### src/hw/rtl/lpm_pkg.sv
`default_nettype none

package lpm_pkg;

	localparam int PATTERN_BYTES = 16;
	localparam int LEN_W = 5;
	localparam int LINE_W = 32;
	localparam int CFG_W = 64;
	localparam int CFG_IDX_W = 3;
	localparam int RQ_DEPTH = 4;
	localparam int RQ_PTR_W = 2;
	localparam int RQ_CNT_W = 3;

	localparam logic [7:0] CHAR_LF = 8'h0A;
	localparam logic [7:0] CHAR_CR = 8'h0D;
	localparam logic [7:0] CHAR_UPPER_A = 8'h41;
	localparam logic [7:0] CHAR_UPPER_Z = 8'h5A;
	localparam logic [7:0] CASE_OFFSET = 8'd32;
	localparam logic [LINE_W-1:0] SHOWN_MAX = 32'hFFFF_FFFF;

	typedef enum logic [CFG_IDX_W-1:0] {
		REG_PATTERN_LOW    = 3'd0,
		REG_PATTERN_HIGH   = 3'd1,
		REG_PATTERN_LENGTH = 3'd2,
		REG_IGNORE_CASE    = 3'd3,
		REG_COUNT_ONLY     = 3'd4
	} cfg_reg_t;

	typedef enum logic {
		KIND_LINE    = 1'b0,
		KIND_SUMMARY = 1'b1
	} kind_t;

	// Match settings seen by the window compare.
	typedef struct packed {
		logic [8*PATTERN_BYTES-1:0] pattern;
		logic [LEN_W-1:0]           length;
		logic                       fold_en;
	} match_cfg_t;

	typedef struct packed {
		kind_t             kind;
		logic [LINE_W-1:0] line;
		logic [LINE_W-1:0] count;
		logic              last;
	} result_t;

	function automatic logic [7:0] fold_byte(input logic [7:0] c, input logic ic);
		logic [7:0] r;
		r = c;
		if (ic && c >= CHAR_UPPER_A && c <= CHAR_UPPER_Z) begin
			r = c + CASE_OFFSET;
		end
		return r;
	endfunction

endpackage

`default_nettype wire

### src/hw/rtl/lpm_window.sv
`default_nettype none

module lpm_window #(
	parameter int MAX_PATTERN = 16
) (
	input  wire logic                clk,
	input  wire logic                arst_n,
	input  wire logic                step,
	input  wire logic [7:0]          data,
	input  wire logic                eol,
	input  wire lpm_pkg::match_cfg_t cfg,
	output logic                     match
);

	localparam int FILL_W = $clog2(MAX_PATTERN + 1);

	logic [7:0]        win_q [MAX_PATTERN];
	logic [7:0]        shifted [MAX_PATTERN];
	logic [FILL_W-1:0] fill_q;
	logic [FILL_W-1:0] fill_next;
	logic [MAX_PATTERN-1:0] slot_ok;
	logic              len_ok;
	logic              fill_ok;

	// Newest byte enters slot 0.
	for (genvar j = 0; j < MAX_PATTERN; j++) begin : g_shift
		if (j == 0) begin : g_head
			assign shifted[j] = data;
		end else begin : g_tail
			assign shifted[j] = win_q[j-1];
		end
	end

	assign fill_next = (fill_q == FILL_W'(MAX_PATTERN)) ? fill_q : fill_q + FILL_W'(1);

	// Slot j lines up with pattern byte (length - 1 - j).
	for (genvar j = 0; j < MAX_PATTERN; j++) begin : g_cmp
		logic [lpm_pkg::LEN_W-1:0] pidx;
		logic [7:0]                pbyte;
		assign pidx  = cfg.length - lpm_pkg::LEN_W'(1) - lpm_pkg::LEN_W'(j);
		assign pbyte = cfg.pattern[pidx[3:0]*8 +: 8];
		assign slot_ok[j] = (lpm_pkg::LEN_W'(j) >= cfg.length) ||
			(lpm_pkg::fold_byte(shifted[j], cfg.fold_en) ==
			 lpm_pkg::fold_byte(pbyte, cfg.fold_en));
	end

	assign len_ok  = (cfg.length != '0) && (cfg.length <= lpm_pkg::LEN_W'(MAX_PATTERN));
	assign fill_ok = lpm_pkg::LEN_W'(fill_next) >= cfg.length;
	assign match   = len_ok && fill_ok && (&slot_ok);

	always_ff @(posedge clk or negedge arst_n) begin
		if (!arst_n) begin
			fill_q <= '0;
		end else if (step) begin
			fill_q <= eol ? '0 : fill_next;
		end
	end

	// Window bytes past the fill count are never compared, so no reset.
	always_ff @(posedge clk) begin
		if (step && !eol) begin
			for (int j = 0; j < MAX_PATTERN; j++) begin
				win_q[j] <= shifted[j];
			end
		end
	end

endmodule

`default_nettype wire

### src/hw/rtl/lpm_fifo.sv
`default_nettype none

module lpm_fifo (
	input  wire logic             clk,
	input  wire logic             arst_n,
	input  wire logic [1:0]       push_cnt,
	input  wire lpm_pkg::result_t d0,
	input  wire lpm_pkg::result_t d1,
	input  wire logic             pop,
	output logic                  valid,
	output lpm_pkg::result_t      dout,
	output logic                  room2
);

	lpm_pkg::result_t               mem_q [lpm_pkg::RQ_DEPTH];
	logic [lpm_pkg::RQ_PTR_W-1:0]   wr_q;
	logic [lpm_pkg::RQ_PTR_W-1:0]   rd_q;
	logic [lpm_pkg::RQ_CNT_W-1:0]   cnt_q;
	logic                           do_pop;

	assign valid  = cnt_q != '0;
	assign dout   = mem_q[rd_q];
	assign room2  = cnt_q <= lpm_pkg::RQ_CNT_W'(lpm_pkg::RQ_DEPTH - 2);
	assign do_pop = pop && valid;

	always_ff @(posedge clk or negedge arst_n) begin
		if (!arst_n) begin
			wr_q  <= '0;
			rd_q  <= '0;
			cnt_q <= '0;
		end else begin
			wr_q  <= wr_q + lpm_pkg::RQ_PTR_W'(push_cnt);
			rd_q  <= rd_q + lpm_pkg::RQ_PTR_W'(do_pop);
			cnt_q <= cnt_q + lpm_pkg::RQ_CNT_W'(push_cnt) - lpm_pkg::RQ_CNT_W'(do_pop);
		end
	end

	always_ff @(posedge clk) begin
		if (push_cnt != 2'd0) begin
			mem_q[wr_q] <= d0;
		end
		if (push_cnt == 2'd2) begin
			mem_q[wr_q + lpm_pkg::RQ_PTR_W'(1)] <= d1;
		end
	end

	a_cnt_bound: assert property (@(posedge clk) disable iff (!arst_n)
		cnt_q <= lpm_pkg::RQ_CNT_W'(lpm_pkg::RQ_DEPTH))
		else $error("result queue count beyond depth");

	a_push_room: assert property (@(posedge clk) disable iff (!arst_n)
		(push_cnt != 2'd0) |-> room2)
		else $error("push into result queue without room");

	a_ptr_track: assert property (@(posedge clk) disable iff (!arst_n)
		(cnt_q == '0) |-> (wr_q == rd_q))
		else $error("empty queue with pointers apart");

endmodule

`default_nettype wire

### src/hw/rtl/line_pattern_matcher.sv
`default_nettype none

// A byte accepted into the input register is matched there; its results enter the
//   result queue once the queue has room for two beats; out_valid rises after it.
// Throughput: one byte per cycle while the result queue has room for two beats; the
//   queue drains one beat per cycle with out_ready high, so a run of bytes that each
//   end a matching line and the document (two beats) is held back by that drain.
// Reset (arst_n low, async): config to defaults (length 1), line number 1, count 0.
module line_pattern_matcher #(
	parameter int MAX_PATTERN = 16,
	parameter int COUNT_BITS  = 32
) (
	input  wire logic                            clk,
	input  wire logic                            arst_n,
	// byte input channel
	input  wire logic                            in_valid,
	output logic                                 in_ready,
	input  wire logic [7:0]                      data_byte,
	input  wire logic                            end_of_document,
	// result channel
	output logic                                 out_valid,
	input  wire logic                            out_ready,
	output logic                                 result_kind,
	output logic [lpm_pkg::LINE_W-1:0]           line_number,
	output logic [lpm_pkg::LINE_W-1:0]           match_count,
	output logic                                 last_of_run,
	// configuration writes
	input  wire logic                            cfg_write,
	input  wire logic [lpm_pkg::CFG_IDX_W-1:0]   cfg_index,
	input  wire logic [lpm_pkg::CFG_W-1:0]       cfg_data
);

	// Shown count is clipped to 32 bits; widen so the compare is legal for any width.
	localparam int CNT_EXT_W = (COUNT_BITS > lpm_pkg::LINE_W) ? COUNT_BITS : lpm_pkg::LINE_W;

	// ---------------- configuration registers ----------------
	logic [lpm_pkg::CFG_W-1:0] pat_lo_q;
	logic [lpm_pkg::CFG_W-1:0] pat_hi_q;
	logic [lpm_pkg::LEN_W-1:0] pat_len_q;
	logic                      fold_en_q;
	logic                      count_only_q;
	lpm_pkg::match_cfg_t       mcfg;

	always_ff @(posedge clk or negedge arst_n) begin
		if (!arst_n) begin
			pat_lo_q      <= '0;
			pat_hi_q      <= '0;
			pat_len_q     <= lpm_pkg::LEN_W'(1);
			fold_en_q     <= 1'b0;
			count_only_q  <= 1'b0;
		end else if (cfg_write) begin
			case (lpm_pkg::cfg_reg_t'(cfg_index))
				lpm_pkg::REG_PATTERN_LOW:    pat_lo_q      <= cfg_data;
				lpm_pkg::REG_PATTERN_HIGH:   pat_hi_q      <= cfg_data;
				lpm_pkg::REG_PATTERN_LENGTH: pat_len_q     <= cfg_data[lpm_pkg::LEN_W-1:0];
				lpm_pkg::REG_IGNORE_CASE:    fold_en_q     <= cfg_data[0];
				lpm_pkg::REG_COUNT_ONLY:     count_only_q  <= cfg_data[0];
				default: ;
			endcase
		end
	end

	assign mcfg.pattern     = {pat_hi_q, pat_lo_q};
	assign mcfg.length      = pat_len_q;
	assign mcfg.fold_en     = fold_en_q;

	// ---------------- input register ----------------
	logic       valid_s1;
	logic [7:0] byte_s1;
	logic       eod_s1;
	logic       room2;
	logic       adv;   // the held byte is processed this cycle

	assign adv      = valid_s1 && room2;
	assign in_ready = !valid_s1 || adv;

	always_ff @(posedge clk or negedge arst_n) begin
		if (!arst_n) begin
			valid_s1 <= 1'b0;
		end else if (in_ready) begin
			valid_s1 <= in_valid;
		end
	end

	always_ff @(posedge clk) begin
		if (in_valid && in_ready) begin
			byte_s1 <= data_byte;
			eod_s1  <= end_of_document;
		end
	end

	// ---------------- window and compare ----------------
	logic is_lf;
	logic is_cr;
	logic eol;
	logic win_match;

	assign is_lf    = byte_s1 == lpm_pkg::CHAR_LF;
	assign is_cr    = byte_s1 == lpm_pkg::CHAR_CR;
	assign eol      = is_lf || eod_s1;

	lpm_window #(
		.MAX_PATTERN(MAX_PATTERN)
	) u_window (
		.clk     (clk),
		.arst_n  (arst_n),
		.step    (adv),
		.data    (byte_s1),
		.eol     (eol),
		.cfg     (mcfg),
		.match   (win_match)
	);

	// ---------------- line bookkeeping ----------------
	logic                        has_q;      // line already holds a match
	logic                        cr_q;       // match ended on a CR that may be stripped
	logic [lpm_pkg::LINE_W-1:0]  line_q;
	logic [COUNT_BITS-1:0]       count_q;

	logic                        has_n;
	logic                        cr_n;
	logic                        hit;
	logic                        report;
	logic [COUNT_BITS-1:0]       count_n;
	logic [CNT_EXT_W-1:0]        count_ext;
	logic [lpm_pkg::LINE_W-1:0]  shown;

	always_comb begin
		has_n = has_q;
		cr_n  = cr_q;
		if (!is_lf) begin
			// a CR match only counts once another byte stays in the line
			if (is_cr) begin
				has_n = has_q || cr_q;
				cr_n  = win_match;
			end else begin
				has_n = has_q || cr_q || win_match;
				cr_n  = 1'b0;
			end
		end
	end

	assign hit     = eol && has_n;
	assign report  = hit && !count_only_q;
	assign count_n = (hit && (count_q != '1)) ? count_q + COUNT_BITS'(1) : count_q;

	assign count_ext = CNT_EXT_W'(count_n);
	assign shown     = (count_ext > CNT_EXT_W'(lpm_pkg::SHOWN_MAX)) ?
		lpm_pkg::SHOWN_MAX : count_ext[lpm_pkg::LINE_W-1:0];

	always_ff @(posedge clk or negedge arst_n) begin
		if (!arst_n) begin
			has_q   <= 1'b0;
			cr_q    <= 1'b0;
			line_q  <= lpm_pkg::LINE_W'(1);
			count_q <= '0;
		end else if (adv) begin
			if (eol) begin
				has_q <= 1'b0;
				cr_q  <= 1'b0;
			end else begin
				has_q <= has_n;
				cr_q  <= cr_n;
			end
			if (eod_s1) begin
				line_q  <= lpm_pkg::LINE_W'(1);
				count_q <= '0;
			end else begin
				if (eol && (line_q != '1)) begin
					line_q <= line_q + lpm_pkg::LINE_W'(1);
				end
				count_q <= count_n;
			end
		end
	end

	// ---------------- result assembly ----------------
	// Line report goes first when a byte ends both a matching line and the document.
	lpm_pkg::result_t rep_beat;
	lpm_pkg::result_t sum_beat;
	lpm_pkg::result_t d0;
	logic [1:0]       push_cnt;
	lpm_pkg::result_t head;

	assign rep_beat.kind  = lpm_pkg::KIND_LINE;
	assign rep_beat.line  = line_q;
	assign rep_beat.count = shown;
	assign rep_beat.last  = !eod_s1;

	assign sum_beat.kind  = lpm_pkg::KIND_SUMMARY;
	assign sum_beat.line  = '0;
	assign sum_beat.count = shown;
	assign sum_beat.last  = 1'b1;

	assign d0       = report ? rep_beat : sum_beat;
	assign push_cnt = adv ? (2'(report) + 2'(eod_s1)) : 2'd0;

	lpm_fifo u_rq (
		.clk     (clk),
		.arst_n  (arst_n),
		.push_cnt(push_cnt),
		.d0      (d0),
		.d1      (sum_beat),
		.pop     (out_ready),
		.valid   (out_valid),
		.dout    (head),
		.room2   (room2)
	);

	assign result_kind = head.kind;
	assign line_number = head.line;
	assign match_count = head.count;
	assign last_of_run = head.last;

	// ---------------- checks ----------------
	a_sum_line_zero: assert property (@(posedge clk) disable iff (!arst_n)
		(out_valid && (result_kind == lpm_pkg::KIND_SUMMARY)) |-> (line_number == '0))
		else $error("summary beat with nonzero line number");

	a_report_counted: assert property (@(posedge clk) disable iff (!arst_n)
		(out_valid && (result_kind == lpm_pkg::KIND_LINE)) |-> (match_count != '0))
		else $error("line report with zero match count");

	a_not_last_is_line: assert property (@(posedge clk) disable iff (!arst_n)
		(out_valid && !last_of_run) |-> (result_kind == lpm_pkg::KIND_LINE))
		else $error("summary beat not marked last");

	a_doc_restart: assert property (@(posedge clk) disable iff (!arst_n)
		(adv && eod_s1) |=> ((line_q == lpm_pkg::LINE_W'(1)) && (count_q == '0)))
		else $error("counters not restarted after document end");

endmodule

`default_nettype wire
### config.mk
export PLATFORM = sky130hd
export DESIGN_NAME = line_pattern_matcher
export DESIGN_NICKNAME = d
export VERILOG_FILES = /design/src/hw/rtl/lpm_pkg.sv /design/src/hw/rtl/lpm_window.sv /design/src/hw/rtl/lpm_fifo.sv /design/src/hw/rtl/line_pattern_matcher.sv
export SDC_FILE = /design/constraint.sdc
export NUM_CORES = 1
export LEC_CHECK = 0
export BUFFER_PORTS_ARGS = -buffer_cell sky130_fd_sc_hd__buf_2
export CORE_AREA = 4 4 307 309
export CTS_CLUSTER_DIAMETER = 60
export DETAILED_ROUTE_END_ITERATION = 16
export DIE_AREA = 0 0 311 313
export GPL_TIMING_DRIVEN = 0
export SLEW_MARGIN = 0
export SYNTH_ARGS = -nofsm -noshare
export SYNTH_HDL_FRONTEND = slang
export SYNTH_SLANG_ARGS = --single-unit
### constraint.sdc
create_clock -name clk -period 13.63 [get_ports clk]
set_input_delay 2.0445 -clock clk [delete_from_list [all_inputs] [get_ports clk]]
set_output_delay 2.0445 -clock clk [all_outputs]
set_load 0.01 [all_outputs]
# Word-level counts from Yosys, hierarchy flattened
# Memories as Yosys holds them, arrays and structs flattened.
# Cells that the tools add are included.
dict set report totals {
  elab_cells 367
  out_inout_bits 68
  n_memories 2
  regBits 223
  ramBits 392
  input_bits 81
}
# memory depth word_bits read_ports rd_clocked_by_memory_dff wr line
set memory_table {}
lappend memory_table {u_rq.mem_q 4 66 1 0 2 lpm_fifo.sv:15} ;# lpm_pkg::result_t mem_q [lpm_pkg::RQ_DEPTH];
lappend memory_table {u_window.win_q 16 8 15 0 16 lpm_window.sv:17} ;# logic [7:0] win_q [MAX_PATTERN];
dict set report classes {
  n_lt_le_gt_ge 84
  muxes 53
  n_addsub 57
  n_reduce_logical 112
  shifts 16
  eq_ne 27
}
# cell n
set op_table {}
lappend op_table {{$shiftx 128x8->8} 16}
lappend op_table {{$add 8x6->8 const B} 32}
lappend op_table {{$ge 8x7->1 const B} 32}
lappend op_table {{$le 8x7->1 const B} 32}
lappend op_table {{$mux 8} 32}
lappend op_table {{$mux 32} 5}
lappend op_table {{$eq 8x8->1} 16}
lappend op_table {{$logic_and 1x1->1} 75}
lappend op_table {{$mux 66} 1}
lappend op_table {{$add 32x1->32 const B} 2}
lappend op_table {{$ne 32x32->1 const B} 2}
lappend op_table {{$ge 4x5->1 const A} 8}
lappend op_table {{$gt 32x32->1 const B} 1}
lappend op_table {{$sub 4x4->4 const B} 8}
lappend op_table {{$ge 3x5->1 const A} 4}
lappend op_table {{$logic_or 1x1->1} 20}
lappend op_table {{$eq 8x4->1 const B} 2}
lappend op_table {{$reduce_and 16->1} 1}
lappend op_table {{$sub 4x3->4 const B} 4}
lappend op_table {{$reduce_and 2->1} 7}
lappend op_table {{$mux 1} 12}
lappend op_table {{$ge 1x5->1 const A} 2}
lappend op_table {{$ge 2x5->1 const A} 2}
lappend op_table {{$mux 5} 2}
lappend op_table {{other kinds (24)} 31}

# Depth between registers and ports, before layout
# Gate-level depths: netlist of run 1.
dict set report logic_depth {
  ltp_word 21
  mapped_depth 37
}

# Modules after synthesis
# From an unflattened synthesis of run 1, not the netlist that was laid out.
dict set report hier_totals {
  hier_cells 3092
  area_unflattened_um2 39315.2
}
# mod seq_area_each_um2 area_per_inst_um2 cells_each instances
set by_module_without_submodules {}
lappend by_module_without_submodules {lpm_window 3728.6 15471.1 1497 1}
lappend by_module_without_submodules {lpm_fifo 8102.8 13425.4 677 1}
lappend by_module_without_submodules {line_pattern_matcher 5327.6 10418.7 918 1}

# Worst setup path before layout of run 1
# OpenSTA, ideal clock, no wires.
dict set report synth_timing {
  path_type {register to register}
  startpoint {reg pat_len_q[0] (netlist bit)}
  endpoint {mem u_rq.mem_q[2][13] (netlist bit) (data pin)}
  t_required_ps 13479
  path_slack_ps 4991
  stages_incl_launch_ff 36
  path_buffers 13
  setup_ps 151
  t_arrival_ps 8488
  cell_sequence {dfstp_2 buf_2 buf_4 inv_2 buf_1 buf_2 ha_1 buf_2 buf_4 buf_4 buf_4 buf_4 mux4_2 mux4_2 ha_1 xnor2_1 xnor2_1 o41a_1 a32oi_1 nand2_1 nor4_1 nand4b_1 or4_4 o31a_1 buf_6 buf_6 clkbuf_1 nor2_1 ha_1 nand2b_1 o22a_1 nand2b_1 inv_1 clkbuf_1 nand2_1 mux2i_1}
}
# item line
set synth_lines {}
lappend synth_lines {{from (decl)} line_pattern_matcher.sv:39} ;# logic [lpm_pkg::LEN_W-1:0] pat_len_q;
lappend synth_lines {{from (signal assigned)} line_pattern_matcher.sv:48} ;# pat_len_q <= lpm_pkg::LEN_W'(1);
lappend synth_lines {{from (signal assigned)} line_pattern_matcher.sv:55} ;# lpm_pkg::REG_PATTERN_LENGTH: pat_len_q <= cfg_data[lpm_pkg::LEN_W-1:0];
lappend synth_lines {{to (decl)} lpm_fifo.sv:15}

==> results of run 1 <==
power by group through the flow:
stage / Combinational [mW] / Clock (mW) / Sequential [mW]
4_1_cts: 4.74 / 1.93 / 2.49
5_1_grt: 5.13 / 2.00 / 2.52
2_1_floorplan: 3.28 / 0 / 2.42
6_report: 4.84 / 1.89 / 2.50
3_5_place_dp: 4.72 / 0 / 2.52
3_3_place_gp: 4.66 / 0 / 2.55
cells by family after synthesis:
logic type / after synthesis / synth area share [%]
buffers and inverters: 292 / 3.41
muxes: 614 / 23.2
and+or+nand+nor: 839 / 11.6
xor gates and xnor gates: 179 / 4.46
adders and majority gates: 52 / 1.81
DFF: 607 / 43.4
AOI/OAI and AO/OA: 613 / 12.1
critical path, delay by kind of cell (launching register included):
family	cells	cell delay (ps)
AOI/OAI and AO/OA	9	2730
adders and majority gates	2	690
buffers and inverters	16	5100
DFF	1	620
muxes	2	660
and+or+nand+nor	6	1410
stage by stage:
step,hold WS [ps],cells
floorplan,424,3196
global placement,444,4530
detailed placement,457,4539
CTS,472,4664
global route,486,4666
finish,474,4667
worst min-delay path by stage:
stage	start	end	slack, ps	cells after the start
detailed placement	u_rq.mem_q[3][65]$_SDFFE_PP1P_	u_rq.mem_q[3][65]$_SDFFE_PP1P_	460	2
CTS	u_rq.mem_q[3][65]$_SDFFE_PP1P_	u_rq.mem_q[3][65]$_SDFFE_PP1P_	470	2
floorplan	u_window.win_q[1][2]$_DFFE_PP_	u_window.win_q[1][10]$_DFFE_PP_	420	0
global route	u_rq.mem_q[0][61]$_SDFFE_PP0N_	u_rq.mem_q[0][61]$_SDFFE_PP0N_	490	1
global placement	u_rq.mem_q[3][65]$_SDFFE_PP1P_	u_rq.mem_q[3][65]$_SDFFE_PP1P_	440	2
finish	u_rq.mem_q[0][65]$_SDFFE_PP1N_	u_rq.mem_q[0][65]$_SDFFE_PP1N_	470	2
layout make-up:
class	instances	area, sq um
sequential	607	15800
timing repair buffer	157	931
fill	8555	50300
inverter	77	289
antenna	3	7.51
buffer	215	958
clock inverter	23	328
clock buffer	102	1970
multi-input combinational	2297	19300
tap	1186	1480
sequential cells by signal, indices dropped and copies added, names as in the netlist, 3 cells and up:
| register | flops |
|---|---|
| u_rq.mem_q | 264 |
| u_window.win_q | 120 |
| pat_hi_q | 64 |
| pat_lo_q | 64 |
| count_q | 32 |
| line_q | 32 |
| byte_s1 | 8 |
| pat_len_q | 5 |
| u_window.fill_q | 5 |
| u_rq.cnt_q | 3 |
routing by layer:
layer	GRT usage, %	up-vias	wire length, um
met5	0	-	46
met4	8.48	6	4410
met3	5.45	224	10900
met2	36.8	1292	53600
met1	36.0	14501	55000
li1	-	12677	-
placed cells by master (no fill, tap or decap), types with 38 or more instances in the layout:
master / instances
inv_1: 75
a21oi_1: 175
o21ai_0: 59
dfxtp_1: 136
buf_2: 202
xor2_1: 85
ha_1: 51
nor3_1: 91
xnor2_1: 89
mux2_2: 207
mux2i_1: 245
nand2_1: 224
clkbuf_1: 144
dfrtp_1: 212
and3_1: 38
edfxtp_1: 257
nor2_1: 184
clkbuf_16: 71
nand3_1: 78
mux4_2: 162
nand4_1: 39
a22o_1: 134
==> impl_metrics.csv, run 1 <==
group,metric,value,unit
timing,fin_crit_sh,84.6,%
timing,setup_viol,0,
synth,syn_nets,3329,
final_layout,drive_above_1_share,21.9,%
die,die_h,313,um
timing,rsz0062_at_grt,"false",
worst_setup_path,cp-end-kind,"register",
synth,synth-seq-cells,607,
worst_setup_path,crit_slowest_cell,"clkbuf_1",
worst_setup_path,critical-path-max-stage-delay,760,ps
synth,ys_async_sr_fraction,35.3,%
global_route,grt_pass1_wl,184000,um
power_and_ir_drop,comb_power_share,52.4,%
power_and_ir_drop,p_int,5.19,mW
detailed_routing,post_drt_wl_per_cell,26.6,um
final_layout,area_growth,13.0,%
synth,synth_cell_types,100,
place,port_buffers,148,
die,die_w,311,um
worst_setup_path,path_class,"register to register",
die,dieArea,97300,sq um
global_route,grtUsageTotal,24.8,%
worst_setup_path,cp.arrival,11890,ps
worst_setup_path,rr_startpoint,"pat_len_q[0]$_DFFE_PN1P_",
synth,synth-edff-count,257,
status,status,"finished clean",
synth,synth_top_cell_by_area,"edfxtp_1",
synth,synthFlopType,"edfxtp_1",
power_and_ir_drop,p_leak,15.5,nW
detailed_routing,num_vias,28700,
synth,syn_area,36400,sq um
detailed_routing,drt_iter0_drc,3014,
detailed_routing,routed_via_density,6.15,
timing,tightestPinTransition,1200,ps
synth,synth-seq-area-share,43.4,%
die,io_pins,149,
timing,period_minus_slack,11540,ps
global_route,grt_max_degree,116,
final_layout,design_area,41100,sq um
final_layout,utilization,45.0,%
power_and_ir_drop,switching_share,43.8,%
clock_network,clkTransAtPathRegs,60,ps
clock_network,clock_latency,640,ps
die,core.rowCount,111,
worst_setup_path,startpoint,"pat_len_q[0]$_DFFE_PN1P_",
global_route,globalRouteOverflowTotal,0,
clock_network,cts_tree,"yes",
global_route,antenna_found_initial,7,
synth,syn_inst,3196,
die,initial_core_util,39.8,%
clock_network,htreeDepth,3,
power_and_ir_drop,power.net_switching,4.04,mW
clock_network,cts_sinks,607,
job,cap_violations,0,
clock_network,cts_buffers,69,
worst_hold_path,min_path_type,"register to register",
synth,yosys_warnings,0,
detailed_routing,dr.pass1.iters,8,
power_and_ir_drop,ir_worst_vdd,126,uV
detailed_routing,drcViolationCount,0,
clock_network,cts_resized,0,
worst_setup_path,crit_top_cell,"buf_2",
clock_network,root_buffer,"clkbuf_16",
place,place.gp.congestion,0.995,
worst_setup_path,worstPathRequired,13980,ps
timing,worst_slack,2090,ps
die,core-area,91400,sq um
timing,hold_violations,0,
timing,drv_slew,0,
synth,synth.area.top_cells,"edfxtp_1 21%, dfrtp_1 15%, mux4_2 10%",
detailed_routing,ant_nets,0,
clock_network,hold_buffers,0,
synth,avgSynthCellArea,11.4,sq um
timing,slew_headroom,20.1,%
timing,fmax,86.7,MHz
clock_network,post_cts_buffers,0,
synth,synth_most_common_cell,"edfxtp_1",
clock_network,cts_buffer_depth,3,
power_and_ir_drop,sequentialPowerShare,27.0,%
detailed_routing,routed_wl,124000,um
synth,synth.top_cell.area_share,21.2,%
worst_setup_path,endpoint,"u_rq.mem_q[2][1]$_DFFE_PP_",
power_and_ir_drop,power,9.23,mW
worst_setup_path,rrSetupSlack,2090,ps
synth,yosys-top-cells-count,"257 x edfxtp_1, 245 x mux2i_1, 224 x nand2_1",
power_and_ir_drop,p_per_area,225,nW/um^2
power_and_ir_drop,pwr-share-clk,20.5,%
place,dp.final_hpwl,94300,um
worst_setup_path,start_kind,"register",
timing,clock-skew-final,42.2,ps
worst_setup_path,critPathMaxFanout,12,
place,place_area,38800,sq um
final_layout,nets,3557,
global_route,grt_pass1_vias,27389,
worst_setup_path,rr_endpoint,"u_rq.mem_q[2][1]$_DFFE_PP_",
timing,fin_tns_setup,0,ps
worst_setup_path,worstRegToRegCells,35,
place,pre_cts_ws,2420,ps
Note: power is estimated with default switching activity, not from simulation.
==> run 2, diff against run 1 <==
ABC_AREA = 1   (was not set)
CORE_AREA = 4 4 311 313   (was 4 4 307 309)
DIE_AREA = 0 0 315 317   (was 0 0 311 313)
clock period = 11.95 ns   (was 13.63 ns; I/O delays follow)
==> impl_metrics.csv, run 2 <==
group,metric,value,unit
timing,clock-skew-final,30.7,ps
worst_setup_path,crit_slowest_cell,"dfstp_2",
die,dieArea,99900,sq um
worst_setup_path,worstPathRequired,12450,ps
synth,avgSynthCellArea,6.85,sq um
power_and_ir_drop,p_leak,20.2,nW
power_and_ir_drop,comb_power_share,50.3,%
final_layout,final_common_cell,"nand2_1",
final_layout,diodes,0,
synth,syn_area,37400,sq um
synth,syn_inst,5462,
worst_setup_path,cp.arrival,10020,ps
synth,synth-edff-count,257,
final_layout,drive_above_1_share,8.61,%
global_route,globalRouteOverflowTotal,0,
worst_setup_path,crit_top_cell,"nand2_1",
synth,syn_nets,5595,
clock_network,cts_tree,"yes",
synth,synth-seq-area-share,42.2,%
clock_network,cts_sinks,607,
worst_setup_path,cp-end-kind,"register",
detailed_routing,routed.top_layer,"met4",
final_layout,nFillCells,9896,
power_and_ir_drop,pwr-share-clk,22.8,%
clock_network,post_cts_buffers,0,
die,die_w,315,um
final_layout,largest-register,"u_rq.mem_q",
worst_hold_path,min_path_type,"register to register",
final_layout,nets,5830,
timing,drv_slew,0,
detailed_routing,post_drt_wl_per_cell,21.9,um
final_layout,top_regs,"u_rq.mem_q x264, u_window.win_q x120",
power_and_ir_drop,switching_share,48.7,%
clock_network,clkTransAtPathRegs,60,ps
clock_network,clock_latency,660,ps
global_route,antenna_found_initial,0,
die,core-area,94300,sq um
global_route,grt_max_degree,111,
die,initial_core_util,39.7,%
global_route,grtUsageTotal,30.4,%
timing,hold_violations,0,
synth,yosys-top-cells-count,"2,138 x nand2_1, 610 x nand3_1, 501 x nor2_1",
die,io_pins,149,
place,place.gp.congestion,1.08,
die,die_h,317,um
timing,rsz0062_at_grt,"false",
timing,fin_crit_sh,79.7,%
synth,yosys_warnings,0,
clock_network,cts_resized,0,
synth,synth_cell_types,49,
detailed_routing,ant_nets,0,
detailed_routing,routed-wl-met2,65200,um
detailed_routing,dr.pass1.iters,8,
synth,synth-seq-cells,607,
detailed_routing,routed_via_density,5.44,
timing,fin_tns_setup,0,ps
detailed_routing,num_vias,38206,
synth,synthFlopType,"edfxtp_1",
detailed_routing,drcViolationCount,0,
timing,setup_viol,0,
clock_network,cts_buffers,76,
clock_network,root_buffer,"clkbuf_16",
timing,period_minus_slack,9520,ps
worst_setup_path,rr_startpoint,"pat_len_q[0]$_DFFE_PN1P_",
place,port_buffers,148,
final_layout,largest_reg_flops,264,
power_and_ir_drop,p_int,5.57,mW
synth,ys_async_sr_fraction,35.3,%
final_layout,area_growth,14.1,%
final_layout,final_cell_mix,"2,134 x nand2_1, 610 x nand3_1, 500 x nor2_1",
power_and_ir_drop,power.net_switching,5.29,mW
global_route,grt_pass1_vias,35187,
power_and_ir_drop,ir_worst_vdd,158,uV
clock_network,htreeDepth,3,
synth,synth.area.top_cells,"nand2_1 21%, edfxtp_1 21%, dfrtp_1 14%",
power_and_ir_drop,sequentialPowerShare,27.0,%
worst_setup_path,path_class,"register to register",
clock_network,hold_buffers,0,
clock_network,cts_buffer_depth,3,
detailed_routing,drt_iter0_drc,4430,
synth,synth.top_cell.area_share,21.5,%
die,core.rowCount,113,
power_and_ir_drop,power,10.9,mW
detailed_routing,route.met3.wl,14600,um
timing,slew_headroom,19.8,%
timing,fmax,105,MHz
worst_hold_path,hold_start,"u_rq.mem_q[1][63]$_SDFFE_PP0N_",
worst_setup_path,start_kind,"register",
global_route,grt_pass1_wl,226000,um
synth,synth_top_cell_by_area,"nand2_1",
detailed_routing,routed_wl,154000,um
worst_setup_path,startpoint,"pat_len_q[0]$_DFFE_PN1P_",
synth,synth_most_common_cell,"nand2_1",
place,dp.final_hpwl,122000,um
worst_setup_path,critical-path-max-stage-delay,710,ps
worst_setup_path,critPathMaxFanout,26,
power_and_ir_drop,p_per_area,254,nW/um^2
job,cap_violations,0,
detailed_routing,drt-met1-wl,67900,um
status,status,"finished clean",
timing,tightestPinTransition,1190,ps
run 2: logic make-up after synthesis:
group | after synthesis | share of synthesized area (%)
simple gates | 3507 | 38.9
buf+inv | 713 | 7.91
flops | 607 | 42.2
compound gates | 498 | 7.17
xor+xnor | 85 | 1.99
fa+ha+maj | 52 | 1.76
run 2: final timing paths:
path / slack (ps) / endpoint / depth (start not counted)
min: 450 / u_rq.mem_q[1][63]$_SDFFE_PP0N_ / 2
max reg2reg: 2430 / u_rq.mem_q[3][2]$_DFFE_PP_ / 43
min reg2reg: 450 / u_rq.mem_q[1][63]$_SDFFE_PP0N_ / 2
min in group asynchronous: 1210 / pat_lo_q[29]$_DFFE_PN0P_ / 1
max in group asynchronous: 9620 / line_q[23]$_DFFE_PN0P_ / 2
max: 2430 / u_rq.mem_q[3][2]$_DFFE_PP_ / 43
run 2: critical path: cells and delay by family, from the launching register on:
| family | cells | cell delay (ps) |
|---|---|---|
| simple gates | 29 | 5120 |
| buf+inv | 12 | 2970 |
| fa+ha+maj | 2 | 510 |
| flops | 1 | 710 |
run 2: routing by layer:
| layer | global-route usage [%] | vias to the layer above |
|---|---|---|
| met4 | 10.8 | 0 |
| met1 | 43.2 | 18084 |
| met3 | 7.13 | 295 |
| met5 | 0 | - |
| li1 | - | 18167 |
| met2 | 45.4 | 1660 |
run 2: final cells by class:
type                       count  area [sq um]  share of cell area (%)
clock buffer                  96          2070                    4.85
timing repair buffer         157           961                    2.25
buffer                       266          1280                    2.99
sequential                   607         15800                    37.0
tap                         1265          1580                    3.71
multi-input combinational   4142         18700                    43.7
inverter                     447          1680                    3.94
clock inverter                45           634                    1.49
run 2: per-stage QoR:
| stage | setup slack, ps | hold WS [ps] | cell area (sq um) | cells | utilization (%) |
|---|---|---|---|---|---|
| floorplan | 4430 | 421 | 37400 | 5462 | - |
| global placement | 1200 | 431 | 39700 | 6875 | 42.1 |
| detailed placement | 2720 | 434 | 40000 | 6884 | 42.4 |
| CTS | 2690 | 449 | 42700 | 7025 | 45.2 |
| global route | 2000 | 461 | 42700 | 7025 | 45.2 |
| finish | 2430 | 449 | 42700 | 7025 | 45.2 |
run 2: power by group through the flow:
stage | registers (mW) | logic (mW) | clock network (mW)
6_report | 2.93 | 5.46 | 2.47
5_1_grt | 2.95 | 5.99 | 2.59
4_1_cts | 2.92 | 5.33 | 2.50
3_5_place_dp | 2.95 | 5.31 | 0
3_3_place_gp | 3.00 | 5.22 | 0
2_1_floorplan | 2.78 | 3.43 | 0
